[src/sv/xed_pkg.sv]
// Shared types, entity tables and helpers for the XML entity decoder.
`timescale 1ns / 1ps

package xed_pkg;

  localparam int EntCount = 5;

  // Entity order: lt, gt, amp, quot, apos
  localparam logic [2:0] ENT_LEN  [EntCount] = '{3'd3, 3'd3, 3'd4, 3'd5, 3'd5};
  localparam logic [7:0] ENT_CHAR [EntCount] = '{8'h3C, 8'h3E, 8'h26, 8'h22, 8'h27};

  localparam logic [7:0] CHAR_AMP  = 8'h26;
  localparam logic [4:0] ALL_CANDS = 5'b11111;

  typedef struct packed {
    logic [7:0] ch;
    logic       valid;
    logic       bad;
    logic       last;
  } xed_res_t;

  // Body byte of entity e after the '&' at offset idx (the closing ';' included).
  function automatic logic [7:0] ent_byte(input int e, input logic [2:0] idx);
    logic [39:0] body;
    logic [7:0]  b;
    case (e)
      0:       body = {8'h00, 8'h00, ";", "t", "l"};
      1:       body = {8'h00, 8'h00, ";", "t", "g"};
      2:       body = {8'h00, ";", "p", "m", "a"};
      3:       body = {";", "t", "o", "u", "q"};
      default: body = {";", "s", "o", "p", "a"};
    endcase
    case (idx)
      3'd0:    b = body[7:0];
      3'd1:    b = body[15:8];
      3'd2:    b = body[23:16];
      3'd3:    b = body[31:24];
      3'd4:    b = body[39:32];
      default: b = 8'h00;
    endcase
    return b;
  endfunction

endpackage

[src/sv/xed_step.sv]
// Entity match state and the per-item decode step.
`timescale 1ns / 1ps

module xed_step import xed_pkg::*; (
  input  logic       clk,
  input  logic       rst,
  input  logic       adv,
  input  logic [7:0] in_char,
  input  logic       in_last,
  output logic       has_result,
  output xed_res_t   result
);

  logic [2:0] pos, pos_next;
  logic [4:0] mask, mask_next;
  logic       skip, skip_next;

  logic [2:0] idx;
  logic [4:0] cont_mask;
  logic       hit_done;
  logic [7:0] done_char;

  xed_res_t err_res;

  assign idx     = pos - 3'd1;
  assign err_res = '{ch: 8'h00, valid: 1'b0, bad: 1'b1, last: 1'b1};

  // Compare the byte against every live candidate at this offset.
  always_comb begin
    hit_done  = 1'b0;
    done_char = 8'h00;
    cont_mask = '0;
    for (int i = 0; i < EntCount; i++) begin
      if (mask[i] && (idx < ENT_LEN[i]) && (ent_byte(i, idx) == in_char)) begin
        if (({1'b0, idx} + 4'd1) == {1'b0, ENT_LEN[i]}) begin
          if (!hit_done) done_char = ENT_CHAR[i];
          hit_done = 1'b1;
        end else begin
          cont_mask[i] = 1'b1;
        end
      end
    end
  end

  always_comb begin
    pos_next   = pos;
    mask_next  = mask;
    skip_next  = skip;
    has_result = 1'b0;
    result     = '{ch: in_char, valid: 1'b1, bad: 1'b0, last: in_last};
    if (skip) begin
      if (in_last) begin
        has_result = 1'b1;
        result     = err_res;
        skip_next  = 1'b0;
      end
    end else if (pos == 3'd0) begin
      if (in_char == CHAR_AMP) begin
        if (in_last) begin
          has_result = 1'b1;
          result     = err_res;
        end else begin
          pos_next  = 3'd1;
          mask_next = ALL_CANDS;
        end
      end else begin
        has_result = 1'b1;
      end
    end else if (hit_done) begin
      has_result = 1'b1;
      result.ch  = done_char;
      pos_next   = 3'd0;
      mask_next  = '0;
    end else if (cont_mask == '0 || in_last) begin
      // Mismatch or cut-off entity: error now on a last byte, else skip.
      pos_next  = 3'd0;
      mask_next = '0;
      if (in_last) begin
        has_result = 1'b1;
        result     = err_res;
      end else begin
        skip_next = 1'b1;
      end
    end else begin
      mask_next = cont_mask;
      pos_next  = pos + 3'd1;
    end
  end

  always_ff @(posedge clk) begin
    if (rst) begin
      pos  <= '0;
      mask <= '0;
      skip <= 1'b0;
    end else if (adv) begin
      pos  <= pos_next;
      mask <= mask_next;
      skip <= skip_next;
    end
  end

endmodule

[src/sv/xml_entity_decoder_core.sv]
// Top level of the XML predefined-entity decoder: input and result registers.
`timescale 1ns / 1ps
//
// Decodes the five predefined XML entities (&lt; &gt; &amp; &quot; &apos;)
// in a byte stream. The slave side (s_*) takes one text byte per item with
// s_tlast on the final byte of a message. The master side (m_*) gives zero
// or one result per input item: a decoded byte, or on an unknown or cut-off
// entity a single error item (bad_entity set, tlast set) at the end of the
// message. Bytes already delivered for a flagged message are not withdrawn;
// the receiver must drop the whole message.
//
// An accepted item sits in the input register, is decoded there by the
// match step and its result is presented from the result register.
// Throughput: one item per cycle while the receiver takes results, set by
// the match of the byte against the live entity candidates.
// When the receiver stalls, the result register holds and the input
// register fills; s_tready then drops until the result is taken.
// Reset clears the match state and empties both registers.
//
module xml_entity_decoder_core import xed_pkg::*; (
  input  logic        clk,
  input  logic        rst,
  input  logic        s_tvalid,
  output logic        s_tready,
  input  logic [7:0]  s_tdata,   // [7:0] in_char
  input  logic        s_tlast,   // in_last
  output logic        m_tvalid,
  input  logic        m_tready,
  output logic [15:0] m_tdata,   // [7:0] out_char, [8] char_valid, [9] bad_entity, zeros above
  output logic        m_tlast    // out_last
);

  // Input register
  logic       in_valid;
  logic [7:0] in_char;
  logic       in_last;

  // Result register
  logic       res_valid;
  xed_res_t   res;

  logic       adv;
  logic       has_result;
  xed_res_t   step_res;

  // Advance the held item when the result register is free or being taken.
  assign adv      = in_valid && (!res_valid || m_tready);
  assign s_tready = !in_valid || adv;

  xed_step u_step (
    .clk        (clk),
    .rst        (rst),
    .adv        (adv),
    .in_char    (in_char),
    .in_last    (in_last),
    .has_result (has_result),
    .result     (step_res)
  );

  always_ff @(posedge clk) begin
    if (rst) begin
      in_valid <= 1'b0;
    end else if (s_tready) begin
      in_valid <= s_tvalid;
    end
  end

  always_ff @(posedge clk) begin
    if (s_tready && s_tvalid) begin
      in_char <= s_tdata;
      in_last <= s_tlast;
    end
  end

  always_ff @(posedge clk) begin
    if (rst) begin
      res_valid <= 1'b0;
    end else if (adv) begin
      res_valid <= has_result;
    end else if (m_tready) begin
      res_valid <= 1'b0;
    end
  end

  // Load the result; the error item already carries a zero character.
  always_ff @(posedge clk) begin
    if (adv && has_result) begin
      res <= step_res;
    end
  end

  assign m_tvalid = res_valid;
  assign m_tdata  = {6'b000000, res.bad, res.valid, res.ch};
  assign m_tlast  = res.last;

endmodule

[config.mk]
export PLATFORM = sky130hd
export DESIGN_NAME = xml_entity_decoder_core
export DESIGN_NICKNAME = d
export VERILOG_FILES = /design/src/sv/xed_pkg.sv /design/src/sv/xed_step.sv /design/src/sv/xml_entity_decoder_core.sv
export SDC_FILE = /design/constraint.sdc
export NUM_CORES = 1
export LEC_CHECK = 0
export ABC_AREA = 1
export BUFFER_PORTS_ARGS = -buffer_cell sky130_fd_sc_hd__clkbuf_2
export CORE_UTILIZATION = 30
export CTS_CLUSTER_SIZE = 8
export DETAILED_ROUTE_END_ITERATION = 6
export PLACE_DENSITY = 0.48
export SYNTH_ARGS = -nofsm -noshare
export SYNTH_HDL_FRONTEND = slang
export SYNTH_SLANG_ARGS = --single-unit
[constraint.sdc]
create_clock -name clk -period 3.15 [get_ports clk]
set_clock_uncertainty 0.15 [all_clocks]
set_input_delay 0.4725 -clock clk [delete_from_list [all_inputs] [get_ports clk]]
set_output_delay 0.4725 -clock clk [all_outputs]
set_load 0.03 [all_outputs]
==> flow_metrics.py <==
metrics = {
    "status": {
        "status": "complete, no violations",
    },
    "route": {
        "drc": 0,
        "via_per_inst": 4.96,
        "wl_per_cell_um": 14.6,
        "drtPass1Iterations": 4,
        "initialDrtViolationCount": 162,
        "ant_nets": 0,
        "wirelength_mm": 7.76,
        "vias": 2627,
    },
    "worst_setup_path": {
        "r2r_setup_slack_ns": 0.20,
        "crit_fanout": 6,
        "rr_startpoint": "u_step.pos[0]",
        "r2r.worst_path.cells": 19,
        "timing.rr.end": "m_tdata[5]",
        "endpoint": "m_tdata[5]",
        "crit_required_ns": 2.99,
        "cp-startpoint": "u_step.pos[0]",
        "endpoint_kind": "flip-flop",
        "cp-start-kind": "flip-flop",
        "cp.arrival_ns": 2.79,
        "worst-setup-path-type": "reg2reg",
    },
    "cts": {
        "cts_buffers": 5,
        "h-tree-depth": 2,
        "root_buffer": "clkbuf_8",
        "cts.sinks": 31,
        "clk_latency_ns": 0.29,
        "clk_pin_slew_ns": 0.07,
        "clockBufferDepth": 2,
        "cts_tree": "yes",
    },
    "flow_run": {
        "cap_violations": 0,
    },
    "grt": {
        "grt_first_pass_wirelength_mm": 12.6,
        "grt-ovfl-total": 0,
        "grt_pass1_vias": 2578,
        "grt_usage_pct": 18.3,
        "antenna_found_initial": 0,
        "grt_max_degree": 18,
    },
    "yosys": {
        "syn_area_per_cell_um2": 6.85,
        "syn-cell-area_mm2": 0.00263,
        "async_reset_ff_share_pct": 0,
        "synthCells": 384,
        "yosysWarnings": 0,
        "synth_most_common_cell": "nand2_1",
        "yosys-top-cells-area": "edfxtp_1, nand2_1, nand3_1, dfxtp_1, nor2_1",
        "synth_top_area_share_pct": 22.8,
        "ys_types": 40,
        "yosysTopAreaCell": "edfxtp_1",
        "yosysSeqAreaShare_pct": 31.2,
        "ys_ff_latch": 31,
        "synth_edf_count": 20,
        "ys_top_cells_by_count": "nand2_1, nand3_1, nor2_1, inv_1, edfxtp_1",
        "synth_flop_cell": "edfxtp_1",
    },
    "place": {
        "dp.cells": 518,
        "gp_congestion": 0.906,
        "dpl.hpwl_mm": 5.99,
        "placed_cell_area_mm2": 0.00291,
        "post-place-ws_ns": 0.0580,
        "io_buffers": 25,
    },
    "layout": {
        "fin_area_mm2": 0.00308,
        "nNetsFinal": 445,
        "syn_to_final_growth_pct": 17.2,
        "diodes": 0,
        "drive_gt1_share_pct": 22.6,
        "final_cells": 530,
    },
    "floorplan": {
        "io_pins": 32,
        "num_rows": 33,
        "coreArea_mm2": 0.00834,
        "die_width_um": 95.7,
        "start_util_pct": 31.5,
        "dieHeight_um": 95.7,
        "dieArea_mm2": 0.00915,
    },
    "min_path": {
        "hp-class": "in2reg",
        "min_from": "s_tdata[0]",
    },
    "timing": {
        "slew_headroom_pct": 63.8,
        "setup_viol": 0,
        "period_minus_slack_ns": 2.95,
        "worst_slack_ns": 0.199,
        "fmax_ghz": 0.339,
        "final_hold_viol_count": 0,
        "finalMaxSlewViolations": 0,
        "tightest_slew_ns": 0.543,
        "min_period_over_period_pct": 93.7,
    },
    "pwr": {
        "pwr_density_cell_mw_per_mm2": 318,
        "p_leak_nw": 1.46,
        "peakVddDrop_v": 0.000170,
    },
}
-- state kept, by name, summed over array words and instances (netlist names) --
name,cells
u_step.skip,1
m_tvalid,1
m_tdata,10
in_last,1
u_step.mask,5
u_step.pos,3
m_tlast,1
in_char,8
in_valid,1
-- placed cells by master (no fill, tap or decap), types with 2 or more instances in the layout --
cell / n
nor2_2: 5
nand3_2: 6
o21ai_1: 2
nand2_1: 103
nor2_4: 3
a21boi_0: 2
xor2_1: 4
dfxtp_1: 10
clkinvlp_4: 2
edfxtp_1: 20
conb_1: 6
inv_2: 6
nand2_2: 9
a21oi_2: 3
clkbuf_2: 25
clkbuf_8: 6
nor3_1: 2
a21oi_4: 2
nand4_1: 6
inv_1: 37
a21oi_1: 16
nor2_1: 42
nand2_4: 2
buf_4: 16
nand3_1: 48
o21ai_0: 18
ha_1: 6
-- per-layer routing --
metal,part of all wire (%),vias up,track usage [%]
li1,-,1317,-
met2,44,92,29.0
met3,5.9,12,3.83
met5,0,-,0
met4,1.9,0,6.34
met1,48,1206,24.4
-- worst min-delay path by stage --
stage / end / slack, ns / depth (start not counted)
after global routing: in_char[0] / 0.20 / 1
after detailed placement: u_step.mask[0] / 0.32 / 2
final: in_char[0] / 0.20 / 1
after floorplan: u_step.mask[3] / 0.29 / 2
after global placement: u_step.mask[0] / 0.31 / 2
after CTS: in_char[0] / 0.20 / 1
-- report_power, final --
group | internal (mW) | total (mW) | switching (mW)
logic | 0.0363 | 0.127 | 0.0906
clock network | 0.224 | 0.380 | 0.156
registers | 0.453 | 0.474 | 0.0210
-- final cells by class --
| type | count | area (um2) |
|---|---|---|
| clock inverter | 1 | 5.00 |
| tap | 105 | 131 |
| sequential | 31 | 822 |
| clock buffer | 7 | 108 |
| fill | 898 | 5260 |
| timing repair buffer | 41 | 245 |
| multi-input combinational | 298 | 1590 |
| inverter | 46 | 179 |
| timing repair inverter | 1 | 7.51 |
-- cell families after synthesis --
group | synth area share (%)
XOR/XNOR | 1.66
AO/OA/AOI/OAI | 11.0
adder cells (fa/ha/maj) | 3.80
buffers and inverters | 10.7
other | 0.143
flip-flops | 31.2
AND/OR/NAND/NOR | 41.5
-- timing repair --
item / 4_1_cts / 5_1_grt
setup buffers: 0 / 2
hold endpoints to repair: 0 / 0
hold buffers: 0 / 0
setup endpoints to repair: 0 / 21
gates resized for setup: 0 / 8
-- metrics by stage --
step	power, mW	util [%]	setup TNS [ns]	hold slack (ns)
final	0.981	37.0	0	0.200
after global routing	1.02	37.0	-0.00201	0.196
after CTS	0.983	36.3	0	0.200
after detailed placement	0.607	34.9	0	0.317
after global placement	0.608	34.9	0	0.308
after floorplan	0.572	-	0	0.285
-- worst max-delay path, cell delays in order (launching register included) --
cell and delay, ns:
dfxtp_2 0.33, inv_1 0.05, ha_1 0.25, ha_4 0.30
inv_4 0.03, ha_2 0.20, inv_2 0.08, buf_4 0.12
nand2_1 0.05, nand2_1 0.08, nand2_1 0.06, nor2_1 0.09
nand2_1 0.07, nor2_2 0.12, nand3b_2 0.14, nand4_4 0.14
nand2_4 0.06, nand2_2 0.06, nand2_2 0.10, clkinvlp_4 0.17
Note: power is estimated with default switching activity, not from simulation.
